$ cat src/hw/rtl/wmf_pkg.sv
package wmf_pkg;

  localparam int PIX_W    = 8;
  localparam int WIN      = 7;            // widest window side the sorter holds
  localparam int NELEM    = WIN * WIN;
  localparam int CFG_W    = 11;
  localparam int CFG_IDX_W = 2;
  localparam int OUT_POS_W = 10;
  localparam int ROW_W    = 10;
  localparam int FIFO_DEPTH = 16;

  typedef enum logic [CFG_IDX_W-1:0] {
    CFG_WIDTH  = 2'd0,
    CFG_HEIGHT = 2'd1,
    CFG_WINDOW = 2'd2,
    CFG_NONE   = 2'd3
  } cfg_idx_e;

  typedef logic [PIX_W-1:0] pix_t;
  typedef pix_t [WIN-1:0] column_t;      // [row offset back from newest]
  typedef column_t [WIN-1:0] window_t;   // [column offset back from newest]
  typedef pix_t [NELEM-1:0] elems_t;

  typedef struct packed {
    logic                 border;
    logic [OUT_POS_W-1:0] col;
    logic [OUT_POS_W-1:0] row;
    logic                 last;
  } meta_t;

  typedef struct packed {
    pix_t                 value;
    logic [OUT_POS_W-1:0] col;
    logic [OUT_POS_W-1:0] row;
    logic                 last;
  } result_t;

  // rank of the median within (2h+1)^2 values
  function automatic logic [5:0] median_rank(input logic [1:0] h);
    logic [5:0] r;
    case (h)
      2'd0:    r = 6'd0;
      2'd1:    r = 6'd4;
      2'd2:    r = 6'd12;
      default: r = 6'd24;
    endcase
    return r;
  endfunction

  // elements taking part: column and row offsets both within 2h
  function automatic logic [NELEM-1:0] window_mask(input logic [1:0] h);
    logic [NELEM-1:0] m;
    m = '0;
    for (int dc = 0; dc < WIN; dc++) begin
      for (int dr = 0; dr < WIN; dr++) begin
        m[dc*WIN+dr] = (dc <= 2*int'(h)) && (dr <= 2*int'(h));
      end
    end
    return m;
  endfunction

endpackage

$ cat src/hw/rtl/wmf_fifo.sv
module wmf_fifo (
  input  logic             clk_i,
  input  logic             rst_ni,
  input  logic             reserve_i,
  input  logic             wr_i,
  input  wmf_pkg::result_t data_i,
  input  logic             pop_i,
  output logic             empty_o,
  output logic             full_o,
  output wmf_pkg::result_t data_o
);

  localparam int DEPTH = wmf_pkg::FIFO_DEPTH;
  localparam int PW    = $clog2(DEPTH);
  localparam int CNTW  = $clog2(DEPTH + 1);

  wmf_pkg::result_t mem_q [DEPTH];
  logic [PW-1:0]    wptr_q, rptr_q;
  logic [CNTW-1:0]  count_q, count_d, inflight_q, inflight_d;
  logic             rd;

  assign rd      = pop_i && (count_q != '0);
  assign empty_o = (count_q == '0);
  // words still in the pipeline hold their slot
  assign full_o  = ({1'b0, count_q} + {1'b0, inflight_q}) >= (CNTW+1)'(DEPTH);
  assign data_o  = mem_q[rptr_q];

  always_comb begin
    count_d    = count_q + CNTW'(wr_i) - CNTW'(rd);
    inflight_d = inflight_q + CNTW'(reserve_i) - CNTW'(wr_i);
  end

  always_ff @(posedge clk_i or negedge rst_ni) begin
    if (!rst_ni) begin
      wptr_q     <= '0;
      rptr_q     <= '0;
      count_q    <= '0;
      inflight_q <= '0;
    end else begin
      if (wr_i) wptr_q <= wptr_q + 1'b1;
      if (rd)   rptr_q <= rptr_q + 1'b1;
      count_q    <= count_d;
      inflight_q <= inflight_d;
    end
  end

  always_ff @(posedge clk_i) begin
    if (wr_i) mem_q[wptr_q] <= data_i;
  end

  a_no_overflow: assert property (@(posedge clk_i) disable iff (!rst_ni)
    wr_i |-> count_q != CNTW'(DEPTH))
    else $error("result queue written while full");
  a_credit_held: assert property (@(posedge clk_i) disable iff (!rst_ni)
    wr_i |-> inflight_q != '0)
    else $error("word arrived without a reserved slot");
  a_credit_bound: assert property (@(posedge clk_i) disable iff (!rst_ni)
    ({1'b0, count_q} + {1'b0, inflight_q}) <= (CNTW+1)'(DEPTH))
    else $error("queue credit exceeded");

endmodule

$ cat config.mk
export PLATFORM = sky130hd
export DESIGN_NAME = wmf_fifo
export DESIGN_NICKNAME = d
export VERILOG_FILES = /design/src/hw/rtl/wmf_pkg.sv /design/src/hw/rtl/wmf_fifo.sv
export SDC_FILE = /design/constraint.sdc
export NUM_CORES = 1
export LEC_CHECK = 0
export ABC_AREA = 1
export BUFFER_PORTS_ARGS = -buffer_cell sky130_fd_sc_hd__buf_2
export CAP_MARGIN = 30
export CORE_ASPECT_RATIO = 0.5
export CORE_MARGIN = 2
export CORE_UTILIZATION = 48
export DETAILED_ROUTE_END_ITERATION = 10
export GPL_TIMING_DRIVEN = 0
export PLACE_DENSITY = 0.7
export SYNTH_ARGS = -nofsm -noshare
export SYNTH_HDL_FRONTEND = slang
export SYNTH_SLANG_ARGS = --single-unit
$ cat constraint.sdc
create_clock -name clk_i -period 4.7 [get_ports clk_i]
set_input_delay 0.235 -clock clk_i [delete_from_list [all_inputs] [get_ports clk_i]]
set_output_delay 0.235 -clock clk_i [all_outputs]
set_load 0.03 [all_outputs]
# --- After elaboration in Yosys (flattened, before gate mapping) ---
# Memory sizes are Yosys's and may differ from the RTL's.
# Index checks and enable logic that the tools add are counted.
classes:
  order_cmp: 1
  mux: 2
  addsub: 7
  reduce_logical: 3
op_table:
  columns: ["cell", "n"]
  rows:
  - ["$add 5x1->5", 2]
  - ["$sub 5x1->5", 2]
  - ["$add 4x1->4 const B", 2]
  - ["$add 5x5->6", 1]
  - ["$ge 6x5->1 const B", 1]
  - ["$logic_not 5->1", 1]
  - ["$reduce_bool 5->1", 1]
  - ["$mux 1", 2]
  - ["$logic_and 1x1->1", 1]
totals:
  regBits: 18
  word_cells: 18
  memories: 1
  ram_bits: 464
  output_inout_bits: 31
  in_bits: 34
memory_table:
  columns: ["memory", "words", "width", "rd", "rd_clocked_by_memory_dff", "wr", "line_no", "text"]
  rows:
  - ["mem_q", 16, 29, 1, 0, 1, "wmf_fifo.sv:17", "wmf_pkg::result_t mem_q [DEPTH];"]

# --- Logic depth before layout (Yosys ltp) ---
logic_depth:
  depth_word: 3
  ltp_mapped: 13
  depth_no_buf: 13

# --- Worst setup path after synthesis ---
# OpenSTA, ideal clock, no wires.
synth_path:
  kind: "register -> register"
  from: "reg wptr_q[0]"
  to: "mem mem_q[12][0] (netlist name) (enable)"
  path_slack_ps: 2308
  path_stages_with_launch: 5
  arrival_time_ps: 1977
  setup_ps: 415
  t_required_ps: 4285
  synth_period_minus_slack_ps: 2392
  n_path_buf: 0
  path_cell_list: "dfrtp_1 inv_1 ha_1 nand2_1 nor2_1"
synth_lines:
  columns: ["item", "line_no", "text"]
  rows:
  - ["start, declared", "wmf_fifo.sv:18", "logic [PW-1:0] wptr_q, rptr_q;"]
  - ["start signal, assigned", "wmf_fifo.sv:40", "if (wr_i) wptr_q <= wptr_q + 1'b1;"]
  - ["end, declared", "wmf_fifo.sv:17", null]
# No word-level cell before the write port.

==> flow_metrics.tcl <==
set metrics [dict create \
    layout-drive-gt1-share_pct 10.7 \
    setup_tns_ps 0 \
    setup_slack_ps 1680 \
    worst_path_most_repeated_cell "clkbuf_1" \
    portBuffers 64 \
    hold_viol 0 \
    ys_seq_area_share_pct 68.4 \
    die_area_mm2 0.0456 \
    die_x_um 300 \
    drt_iter0_markers 2116 \
    cts.sinks 482 \
    gp_congestion 0.844 \
    syn-instance-count 1999 \
    syn_avg_cell_area_um2 10.5 \
    wl_per_cell_um 21.3 \
    via_per_inst 5.43 \
    startpoint_type "flop" \
    period_share_pct 64.3 \
    netlist.area_leader.share_pct 66.3 \
    drc_errors 0 \
    overflow 0 \
    antenna_found_initial 1 \
    clk_path_buf_depth 3 \
    dp_hpwl_um 38300 \
    path_cells "clkbuf_1, clkbuf_1, nand3_1, nand2_1, buf_2" \
    arrival_ps 2790 \
    grt_pass1_vias 14100 \
    cap_violations 0 \
    yosysMostFrequentCell "nand2_1" \
    yosys_warnings 0 \
    syn_area_mm2 0.0210 \
    grt_max_degree 20 \
    slew_headroom_pct 30.8 \
    placedInstanceArea_mm2 0.0226 \
    r2r_cells 13 \
    nets 2187 \
    area_growth_syn_to_layout_pct 14.5 \
    diodes 0 \
    worstSetupEndpointType "primary output" \
    io_pins 65 \
    htree_levels 2 \
    synth_enable_flop_cells 464 \
    postCtsSetupBuffers 0 \
    grtUsageTotal_pct 25.7 \
    core_area_mm2 0.0434 \
    clk_pin_slew_ps 70 \
    grt_first_pass_wirelength_um 86200 \
    cp_num_buf_inv 3 \
    path_delay_family "buffers and inverters" \
    period_needed_ps 3020 \
    cts_buffers 43 \
    worstSetupPathType "reg2out" \
    fmax_mhz 331 \
    cellPowerDensity_mw_per_mm2 636 \
    finClkSkew_ps 17.2 \
    synth.largest_area_cell "edfxtp_1" \
    p_leak_uw 0.0104 \
    first_pass_iters 6 \
    root_buffer "clkbuf_16" \
    cp_max_fo 10 \
    worst_pin_slew_ps 1040 \
    slowest_stage "clkbuf_1" \
    async_reset_ff_share_pct 3.73 \
    ctsResizeCount 0 \
    fp.dieH_um 152 \
    setup_viol 0 \
    initial_core_util_pct 48.5 \
    final_area_mm2 0.0241 \
    rsz0062_at_grt "no" \
    slowest_delay_ps 640 \
    synth_common_cells "nand2_1, edfxtp_1, inv_1" \
    ys_dominant_reg_cell "edfxtp_1" \
    drtAntennaViolNets 0 \
    holdPathStages 1 \
    timing.rr.end "count_q[4]" \
    fp-row-count 54 \
    ys_types 22 \
    clock_latency_ps 560 \
    outcome "finished clean" \
    ff2ff_setup_slack_ps 1910 \
    cts_hold_buf 3 \
    synth_nets 2055 \
    vdd_drop_max_mv 0.452 \
    wl_um 58600 \
    hp-class "in2reg" \
    slew_viol_final 0 \
    required_ps 4470 \
    pre_cts_ws_ps 1910 \
    cts_tree "done" \
    hold_end "mem_q[6][3]" \
    min-delay-start "data_i[3]" \
    fin_util_pct 55.5 \
    dr_total_vias 14900 \
    synth_seq_cells 482 \
    synth.area.top_cells "edfxtp_1, nand2_1, nand3_1" \
    regToRegStartpoint "count_q[2]" \
]
-- registers in the layout, indices dropped and copies added, names as in the netlist --
register	cells
mem_q	464
count_q	5
inflight_q	5
rptr_q	4
wptr_q	4
-- report_power, final --
group / switching (µW) / internal, µW
logic: 4660 / 1800
clock network: 1560 / 1950
registers: 140 / 5200
total: 6350 / 8950
-- per-layer routing --
layer	vias up	global-route usage (%)	wire length [µm]
li1	6708	-	-
met1	7166	36.5	23300
met2	934	40.3	26500
met3	126	5.13	7350
met4	2	7.71	1460
met5	-	0	13
-- worst register-to-register path: stages (launching register included) --
cell	delay, ps
dfrtp_1	400
inv_1	100
ha_1	160
nand3_1	110
nand2_1	210
inv_1	220
ha_1	330
inv_1	40
ha_1	210
fa_1	430
a21oi_1	170
nor2_1	50
nor2_1	110
xor2_1	150
-- cells in the final DEF (no fill, tap or decap), types with 2 or more instances in the layout --
cell           count
a21oi_1            5
buf_1              9
buf_12             3
buf_16            13
buf_2            110
buf_4             14
buf_6             14
buf_8              3
bufinv_16          3
clkbuf_1          31
clkbuf_16         44
clkbuf_8           3
clkinv_1           6
clkinv_2           2
dfrtp_1           18
dlygate4sd3_1      3
edfxtp_1         464
fa_1               2
ha_1              20
inv_1            370
inv_2              2
nand2_1          628
nand3_1          354
nor2_1             3
nor2_4            16
o21ai_0            4
xor2_1            12
-- area by class of cell --
class	count	area (µm²)
multi-input combinational	1048	4790
clock inverter	14	156
fill	3541	19300
tap	588	736
buffer	96	568
sequential	482	14400
inverter	373	1400
clock buffer	64	1210
timing repair buffer	87	825
-- stage by stage --
stage / power, µW / instances / hold WS (ps)
6_report: 15300 / 2752 / 45.4
5_1_grt: 16000 / 2752 / 41.0
4_1_cts: 15200 / 2749 / 36.8
3_5_place_dp: 11700 / 2668 / 231
3_3_place_gp: 11400 / 2651 / 232
2_1_floorplan: 9270 / 1999 / -60.6
-- cells by family (layout without fill, tap and decap cells) --
kind of cell	Yosys count	count (layout)	synth area share [%]
AOI/OAI and AO/OA	10	10	0.250
xor gates and xnor gates	13	13	0.542
adders and majority gates	22	22	1.38
buffers and inverters	469	634	9.37
DFF	482	482	68.4
and+or+nand+nor	1003	1003	20.0
-- how the worst max path moves through the flow --
stage                     startpoint            to  slack, ps  cells past startpoint
final                      rptr_q[3]    data_o[25]       1680                      5
after global routing      count_q[2]    count_q[4]       1640                     13
after CTS                  rptr_q[3]    data_o[25]       1750                      5
after detailed placement  count_q[2]    count_q[4]       1910                     13
after global placement          wr_i   mem_q[3][6]        550                      4
after floorplan            wptr_q[0]  mem_q[12][0]       2310                      4
No activity file was read; power rests on OpenSTA's default activity.
