**src/hw/rtl/wmf_pkg.sv**
```systemverilog
package wmf_pkg;

  localparam int PIX_W    = 8;
  localparam int WIN      = 7;            // widest window side the sorter holds
  localparam int NELEM    = WIN * WIN;
  localparam int CFG_W    = 11;
  localparam int CFG_IDX_W = 2;
  localparam int OUT_POS_W = 10;
  localparam int ROW_W    = 10;
  localparam int FIFO_DEPTH = 16;

  typedef enum logic [CFG_IDX_W-1:0] {
    CFG_WIDTH  = 2'd0,
    CFG_HEIGHT = 2'd1,
    CFG_WINDOW = 2'd2,
    CFG_NONE   = 2'd3
  } cfg_idx_e;

  typedef logic [PIX_W-1:0] pix_t;
  typedef pix_t [WIN-1:0] column_t;      // [row offset back from newest]
  typedef column_t [WIN-1:0] window_t;   // [column offset back from newest]
  typedef pix_t [NELEM-1:0] elems_t;

  typedef struct packed {
    logic                 border;
    logic [OUT_POS_W-1:0] col;
    logic [OUT_POS_W-1:0] row;
    logic                 last;
  } meta_t;

  typedef struct packed {
    pix_t                 value;
    logic [OUT_POS_W-1:0] col;
    logic [OUT_POS_W-1:0] row;
    logic                 last;
  } result_t;

  // rank of the median within (2h+1)^2 values
  function automatic logic [5:0] median_rank(input logic [1:0] h);
    logic [5:0] r;
    case (h)
      2'd0:    r = 6'd0;
      2'd1:    r = 6'd4;
      2'd2:    r = 6'd12;
      default: r = 6'd24;
    endcase
    return r;
  endfunction

  // elements taking part: column and row offsets both within 2h
  function automatic logic [NELEM-1:0] window_mask(input logic [1:0] h);
    logic [NELEM-1:0] m;
    m = '0;
    for (int dc = 0; dc < WIN; dc++) begin
      for (int dr = 0; dr < WIN; dr++) begin
        m[dc*WIN+dr] = (dc <= 2*int'(h)) && (dr <= 2*int'(h));
      end
    end
    return m;
  endfunction

endpackage

```
**src/hw/rtl/wmf_median.sv**
```systemverilog
module wmf_median (
  input  logic             clk_i,
  input  logic             rst_ni,
  input  logic             col_valid_i,
  input  wmf_pkg::column_t col_i,
  input  logic             emit_i,
  input  wmf_pkg::meta_t   meta_i,
  input  logic [1:0]       half_i,
  output logic             res_valid_o,
  output wmf_pkg::result_t res_o
);

  localparam int NST = wmf_pkg::PIX_W;

  wmf_pkg::window_t win_q;
  logic             s2_valid_q;
  wmf_pkg::meta_t   s2_meta_q;

  logic                       st_valid_q [NST+1];
  wmf_pkg::elems_t            st_elem_q  [NST+1];
  logic [wmf_pkg::NELEM-1:0]  st_alive_q [NST+1];
  logic [5:0]                 st_k_q     [NST+1];
  wmf_pkg::pix_t              st_res_q   [NST+1];
  wmf_pkg::meta_t             st_meta_q  [NST+1];

  logic [wmf_pkg::NELEM-1:0]  nx_alive [NST];
  logic [5:0]                 nx_k     [NST];
  wmf_pkg::pix_t              nx_res   [NST];

  // one result bit per stage, MSB first: keep the half holding the wanted rank
  always_comb begin
    logic [wmf_pkg::NELEM-1:0] bits;
    logic [5:0]                cnt0;
    for (int j = 0; j < NST; j++) begin
      for (int e = 0; e < wmf_pkg::NELEM; e++) bits[e] = st_elem_q[j][e][NST-1-j];
      cnt0 = 6'($countones(st_alive_q[j] & ~bits));
      nx_res[j] = st_res_q[j];
      if (st_k_q[j] < cnt0) begin
        nx_alive[j] = st_alive_q[j] & ~bits;
        nx_k[j]     = st_k_q[j];
        nx_res[j][NST-1-j] = 1'b0;
      end else begin
        nx_alive[j] = st_alive_q[j] & bits;
        nx_k[j]     = st_k_q[j] - cnt0;
        nx_res[j][NST-1-j] = 1'b1;
      end
    end
  end

  always_ff @(posedge clk_i or negedge rst_ni) begin
    if (!rst_ni) begin
      s2_valid_q <= 1'b0;
      for (int j = 0; j <= NST; j++) st_valid_q[j] <= 1'b0;
    end else begin
      s2_valid_q    <= col_valid_i && emit_i;
      st_valid_q[0] <= s2_valid_q;
      for (int j = 0; j < NST; j++) st_valid_q[j+1] <= st_valid_q[j];
    end
  end

  always_ff @(posedge clk_i) begin
    if (col_valid_i) begin
      win_q[0] <= col_i;
      for (int c = 1; c < wmf_pkg::WIN; c++) win_q[c] <= win_q[c-1];
      s2_meta_q <= meta_i;
    end
    for (int dc = 0; dc < wmf_pkg::WIN; dc++) begin
      for (int dr = 0; dr < wmf_pkg::WIN; dr++) begin
        st_elem_q[0][dc*wmf_pkg::WIN+dr] <= win_q[dc][dr];
      end
    end
    st_alive_q[0] <= wmf_pkg::window_mask(half_i);
    st_k_q[0]     <= wmf_pkg::median_rank(half_i);
    st_res_q[0]   <= '0;
    st_meta_q[0]  <= s2_meta_q;
    for (int j = 0; j < NST; j++) begin
      st_elem_q[j+1]  <= st_elem_q[j];
      st_alive_q[j+1] <= nx_alive[j];
      st_k_q[j+1]     <= nx_k[j];
      st_res_q[j+1]   <= nx_res[j];
      st_meta_q[j+1]  <= st_meta_q[j];
    end
  end

  assign res_valid_o = st_valid_q[NST];
  assign res_o.value = st_meta_q[NST].border ? '0 : st_res_q[NST];
  assign res_o.col   = st_meta_q[NST].col;
  assign res_o.row   = st_meta_q[NST].row;
  assign res_o.last  = st_meta_q[NST].last;

endmodule

```
**config.mk**
```make
export PLATFORM = sky130hd
export DESIGN_NAME = wmf_median
export DESIGN_NICKNAME = d
export VERILOG_FILES = /design/src/hw/rtl/wmf_pkg.sv /design/src/hw/rtl/wmf_median.sv
export SDC_FILE = /design/constraint.sdc
export NUM_CORES = 2
export LEC_CHECK = 0
export BUFFER_PORTS_ARGS = -buffer_cell sky130_fd_sc_hd__buf_2
export CAP_MARGIN = 20
export CORE_ASPECT_RATIO = 0.75
export CORE_MARGIN = 2
export CORE_UTILIZATION = 55
export CTS_BUF_LIST = sky130_fd_sc_hd__clkbuf_16
export DETAILED_ROUTE_END_ITERATION = 7
export PLACE_DENSITY = 0.74
export SYNTH_ARGS = -nofsm -noshare
export SYNTH_HDL_FRONTEND = slang
export SYNTH_MEMORY_MAX_BITS = 65536
export SYNTH_SLANG_ARGS = --single-unit
export TNS_END_PERCENT = 30
```
**constraint.sdc**
```tcl
create_clock -name clk_i -period 6.9 [get_ports clk_i]
set_input_delay 0 -clock clk_i [delete_from_list [all_inputs] [get_ports clk_i]]
set_output_delay 0 -clock clk_i [all_outputs]
set_load 0.005 [all_outputs]
```
; ---- Yosys cells after proc, flatten, opt, wreduce, memory -nomap -nowiden
; Memories as Yosys holds them, arrays and structs flattened.
; Index checks and enable logic that the tools add are counted.
[classes]
magnitude_cmp = 15
n_reduce_logical = 23
bitwise = 24
mux = 26
eq_ne = 2
addsub = 392
[ops]
columns = cell, count
row1 = $and A49 B49 Y49, 16
row2 = $mux W49, 8
row3 = $not A49 Y49, 8
row4 = $add A1 B1 Y2, 192
row5 = $add A2 B2 Y3, 96
row6 = $add A3 B3 Y4, 48
row7 = $add A4 B4 Y5, 24
row8 = $add A5 B1 Y6, 8
row9 = $add A5 B5 Y6, 8
row10 = $add A6 B6 Y6, 8
row11 = $lt A6 B6 Y1, 8
row12 = $mux W6, 8
row13 = $sub A6 B6 Y6, 8
row14 = $logic_and A1 B1 Y1, 22
row15 = $pmux W5 S3, 1
row16 = $le A3 B3 Y1 const A, 3
row17 = $mux W1, 8
row18 = $mux W8, 1
row19 = $le A1 B3 Y1 const A, 2
row20 = $le A2 B3 Y1 const A, 2
row21 = $eq A2 B1 Y1 const B, 1
row22 = $eq A2 B2 Y1 const B, 1
row23 = $logic_not A2 Y1, 1
[word_totals]
ramBits = 4293
ff_bits = 424
n_memories = 5
[memory_table]
columns = name, words, word_bits, rd, rd_ports_with_merged_regs, write_ports, line
row1 = st_elem_q, 9, 392, 8, 0, 9, wmf_median.sv:20  ; wmf_pkg::elems_t st_elem_q [NST+1];
row2 = st_alive_q, 9, 49, 8, 0, 9, wmf_median.sv:21  ; logic [wmf_pkg::NELEM-1:0] st_alive_q [NST+1];
row3 = st_meta_q, 9, 22, 9, 0, 9, wmf_median.sv:24  ; wmf_pkg::meta_t st_meta_q [NST+1];
row4 = st_res_q, 9, 8, 9, 0, 9, wmf_median.sv:23  ; wmf_pkg::pix_t st_res_q [NST+1];
row5 = st_k_q, 9, 6, 8, 0, 9, wmf_median.sv:22  ; logic [5:0] st_k_q [NST+1];

; ---- Depth between registers and ports, before layout
[depth]
word_depth = 10
depth_mapped = 27

; ---- Least setup slack after synthesis
; OpenSTA, ideal clock, no wires.
[synth_timing]
path_kind = register to register
from = mem st_alive_q[0][48] (netlist name)
to = mem st_alive_q[0][76] (netlist name)
arrival_time_ns = 6.866
synth_period_minus_slack_ns = 6.937
path_buffers = 3
setup_slack_ns = -0.037
path_stages_with_launch = 27
path_cell_list = dfxtp_1 -> clkbuf_1 -> nand2b_1 -> fa_1 -> inv_1 -> fa_1 -> inv_1 -> fa_1 -> fa_1 -> fa_1 -> fa_1 -> inv_1 -> fa_1 -> fa_1 -> inv_1 -> fa_1 -> inv_1 -> a21o_1 -> a21oi_1 -> xor2_1 -> ha_1 -> a21oi_1 -> o22ai_1 -> nand3_1 -> buf_2 -> buf_2 -> mux2i_1
[synth_lines]
columns = item, line
row1 = "start, declared", wmf_median.sv:21

==> results.json <==
{
  "status": "finished, violations left",
  "failing_checks": "setup timing",
  "synth_seq_area_share_pct": 76.15,
  "overall_track_demand_over_capacity_in_global_routing_pct": 20.38,
  "antenna_left": 0,
  "dr.first_iter.drc_count": 3155,
  "worstMarginPinSlew_ns": 0.9246,
  "ys_warn_count": 0,
  "cp-startpoint": "st_alive_q[0][154]$_DFF_P_",
  "critical_path.reg2reg.endpoint": "st_alive_q[0][200]$_DFF_P_",
  "critical-path-top-cell-by-count": "fa_2",
  "floorplan.core_area_mm2": 0.1432,
  "setup_violations": 123,
  "worst_clock_skew_ns": 0.06775,
  "io-pin-count": 114,
  "remaining_drc_errors": 0,
  "synth_top_cells_by_count": "2393 x dfxtp_1, 414 x edfxtp_1, 349 x inv_1",
  "worstPathBufferInverterCount": 7,
  "post_route_cells_drive_above_1_share_pct": 16.47,
  "synthesis.instances": 5258,
  "clockBufferDepth": 3,
  "synthesis.area_per_instance_um2": 15.13,
  "areaGrowthSynthToFinish_pct": 19.51,
  "slew_headroom_pct": 38.36,
  "critical_path_depth": 24,
  "ys_types": 50,
  "grt_first_pass_wirelength_um": 223800,
  "rsz0062_at_grt": "yes",
  "synth_top_area_cell": "dfxtp_1",
  "grt_antenna_before_repair": 18,
  "finalCriticalPeriod_ns": 7.033,
  "fin_util_pct": 66.38,
  "synth_top_area_share_pct": 60.21,
  "io_buffers": 113,
  "num_vias": 38073,
  "grt_pass1_vias": 38269,
  "mappedNetlistNets": 5789,
  "cts_inserted_buffers": 228,
  "most_numerous_cell_in_the_yosys_netlist": "dfxtp_1",
  "synth.top_cells.by_area": "dfxtp_1 60%, edfxtp_1 16%, fa_1 8.2%",
  "fillerInstances": 9575,
  "drv.max_cap_violation_count": 0,
  "vias_per_cell": 4.773,
  "nNetsFinal": 6408,
  "cell_class_contributing_the_biggest_share_of_worst_path_delay": "adder cells",
  "worst_hold_path_type": "input port to flop",
  "start_kind": "flop",
  "crit_path_end": "st_alive_q[0][200]$_DFF_P_",
  "routed_wire_length_per_instance_um": 19.48,
  "hold_path_startpoint": "half_i[0]",
  "start_util_pct": 55.54,
  "synthArstFlopShare_pct": 0.3550,
  "max_stage_delay_ns": 0.62,
  "rows": 120,
  "slew_violations": 0,
  "design.die.area_mm2": 0.1477,
  "critical_path.endpoint_type": "flop",
  "globalplace.congestion": 0.9226,
  "clkSinkCount": 2817,
  "timing.reg2reg.worst_path_depth": 24,
  "critPathSlowestCell": "fa_2",
  "drt_first_pass_iters": 6,
  "worstSetupPathType": "flop to flop",
  "htreeDepth": 4,
  "synth_flop_cell": "dfxtp_1",
  "finalWirelength_um": 155400,
  "min_period_over_period_pct": 101.9,
  "fp.dieW_um": 443.2,
  "synth_area_mm2": 0.07956,
  "ys_ff_latch": 2817,
  "hold_viol": 0,
  "critical_path_peak_fanout": 7,
  "setup.reg_to_reg.worst_slack_ns": -0.13,
  "worst-endpoint-arrival_ns": 7.76,
  "critical_path.reg2reg.startpoint": "st_alive_q[0][154]$_DFF_P_",
  "die_y_um": 333.4,
  "timing.fmax_mhz": 142.2,
  "worst_ep_required_time_ns": 7.63,
  "cts_root_buffer": "clkbuf_16",
  "post-route-worst-setup-slack_ns": -0.1328,
  "synth_enable_flop_cells": 414,
  "worstPathCellList": "nor2b_4, fa_1, inv_2, fa_2, fa_2, fa_1, fa_2, fa_1, inv_2, fa_1, fa_2, inv_2, fa_2, buf_4, xor2_1, ha_2, a211oi_4, nor3b_4, o22ai_4, buf_6, buf_12, clkbuf_16, nor2_1, a21o_1",
  "tritoncts": "built",
  "hpwl_um": 101500,
  "worstSkewPairLatency_ns": 0.85,
  "grt_start_max_net_pins": 137,
  "clk_pin_slew_ns": 0.07,
  "overflow_left_after_global_routing": 0
}
-- cells in the final DEF, fill, tap and decap left out, types with 10 or more instances in the layout --
cell / netlist / routed
o21ai_2: 0 / 37
clkbuf_16: 0 / 263
o21ai_1: 16 / 79
nand2_1: 261 / 253
buf_2: 42 / 113
a21oi_2: 2 / 11
fa_2: 0 / 44
nor2b_2: 0 / 31
buf_4: 35 / 122
xor2_1: 27 / 27
nand3b_1: 148 / 148
dfrtp_1: 10 / 10
nor2b_1: 206 / 147
bufinv_16: 0 / 10
o21ai_0: 191 / 91
edfxtp_1: 414 / 414
clkinv_2: 0 / 45
nand2b_4: 0 / 27
nor2_2: 0 / 11
buf_6: 3 / 20
inv_2: 0 / 28
nand2b_1: 199 / 172
ha_1: 121 / 119
nor2_4: 0 / 30
mux2i_1: 32 / 32
xnor2_1: 11 / 11
buf_12: 0 / 32
a21oi_1: 25 / 13
nor2b_4: 0 / 28
a21o_1: 160 / 158
dfxtp_2: 0 / 35
fa_1: 326 / 282
nor2_1: 184 / 143
inv_1: 349 / 372
dfxtp_1: 2393 / 2356
dlygate4sd3_1: 0 / 164
clkinv_1: 0 / 45
-- layout make-up --
type	instances	area (um2)	share of cell area [%]
diodes	3	7.507	0.007895
clock buffers	240	6006	6.316
clock inverters	196	1429	1.503
inverters	349	1318	1.386
multi-input cells	1990	18400	19.35
flip-flops and latches	2817	60640	63.77
well taps	1891	2366	2.488
repair buffers	490	4917	5.171
repair inverters	1	5.005	0.005264
-- layer usage --
layer	part of all wire, %	routed length [um]	track usage (%)	vias up
met3	8.9	13800	6.083	215
li1	-	-	-	18188
met1	49	76000	31.41	18621
met2	40	62880	28.04	1047
met5	0.087	135	0.6479	-
met4	1.7	2622	5.011	2
-- how the worst min path moves through the flow --
stage                                 to  slack (ns)  cells after the start
2_1_floorplan      res_valid_o$_DFF_PN0_       -0.30                      0
6_report       st_alive_q[0][48]$_DFF_P_        0.07                      3
3_5_place_dp       res_valid_o$_DFF_PN0_       -0.12                      1
4_1_cts        st_alive_q[0][48]$_DFF_P_       0.008                      3
3_3_place_gp       res_valid_o$_DFF_PN0_       -0.14                      1
5_1_grt        st_alive_q[0][48]$_DFF_P_        0.06                      3
-- worst min-delay path: stages --
cell and delay, ns:
dlygate4sd3_1 0.53, buf_2 0.12, ha_1 0.22
-- kinds of logic after synthesis --
kind of cell	after synthesis	synth area share, %
AO/OA/AOI/OAI	446	3.542
XOR/XNOR	38	0.4183
adder cells (fa/ha/maj)	447	10.11
buffers and inverters	451	2.390
flip-flops	2817	76.15
multiplexers	41	0.5300
AND/OR/NAND/NOR	1018	6.860
-- through the flow --
stage	hold WS, ns	area, um2	setup slack, ns	setup TNS, ns	cells
after global placement	-0.1381	83280	-0.2996	-24.24	7295
after floorplan	-0.2956	79560	0.07922	0	5258
final	0.06821	95080	-0.1328	-8.027	7977
after CTS	0.008459	93220	-0.08605	-2.041	7921
after global routing	0.05593	95080	-0.3056	-43.17	7975
after detailed placement	-0.1196	83280	-0.3653	-38.53	7295
-- state kept, by name, summed over array words and instances (netlist names) --
name / count
s2_meta_q: 22
res_valid_o: 1
win_q: 392
st_k_q: 44
st_res_q: 36
s2_valid_q: 1
st_elem_q: 1764
st_meta_q: 198
st_alive_q: 351
st_valid_q: 8
-- what timing repair did --
action                                  4_1_cts  5_1_grt
endpoints found under the setup margin      331      390
pin swaps                                    79      129
hold endpoints to repair                    160        0
hold buffers                                164        0
buffers inserted                             19       31
gates cloned                                  8       29
resized for setup                           187      348
Power is left out: the tool's default activity adds up to more than one toggle a clock period on the data nets, which glitch-free logic cannot reach.
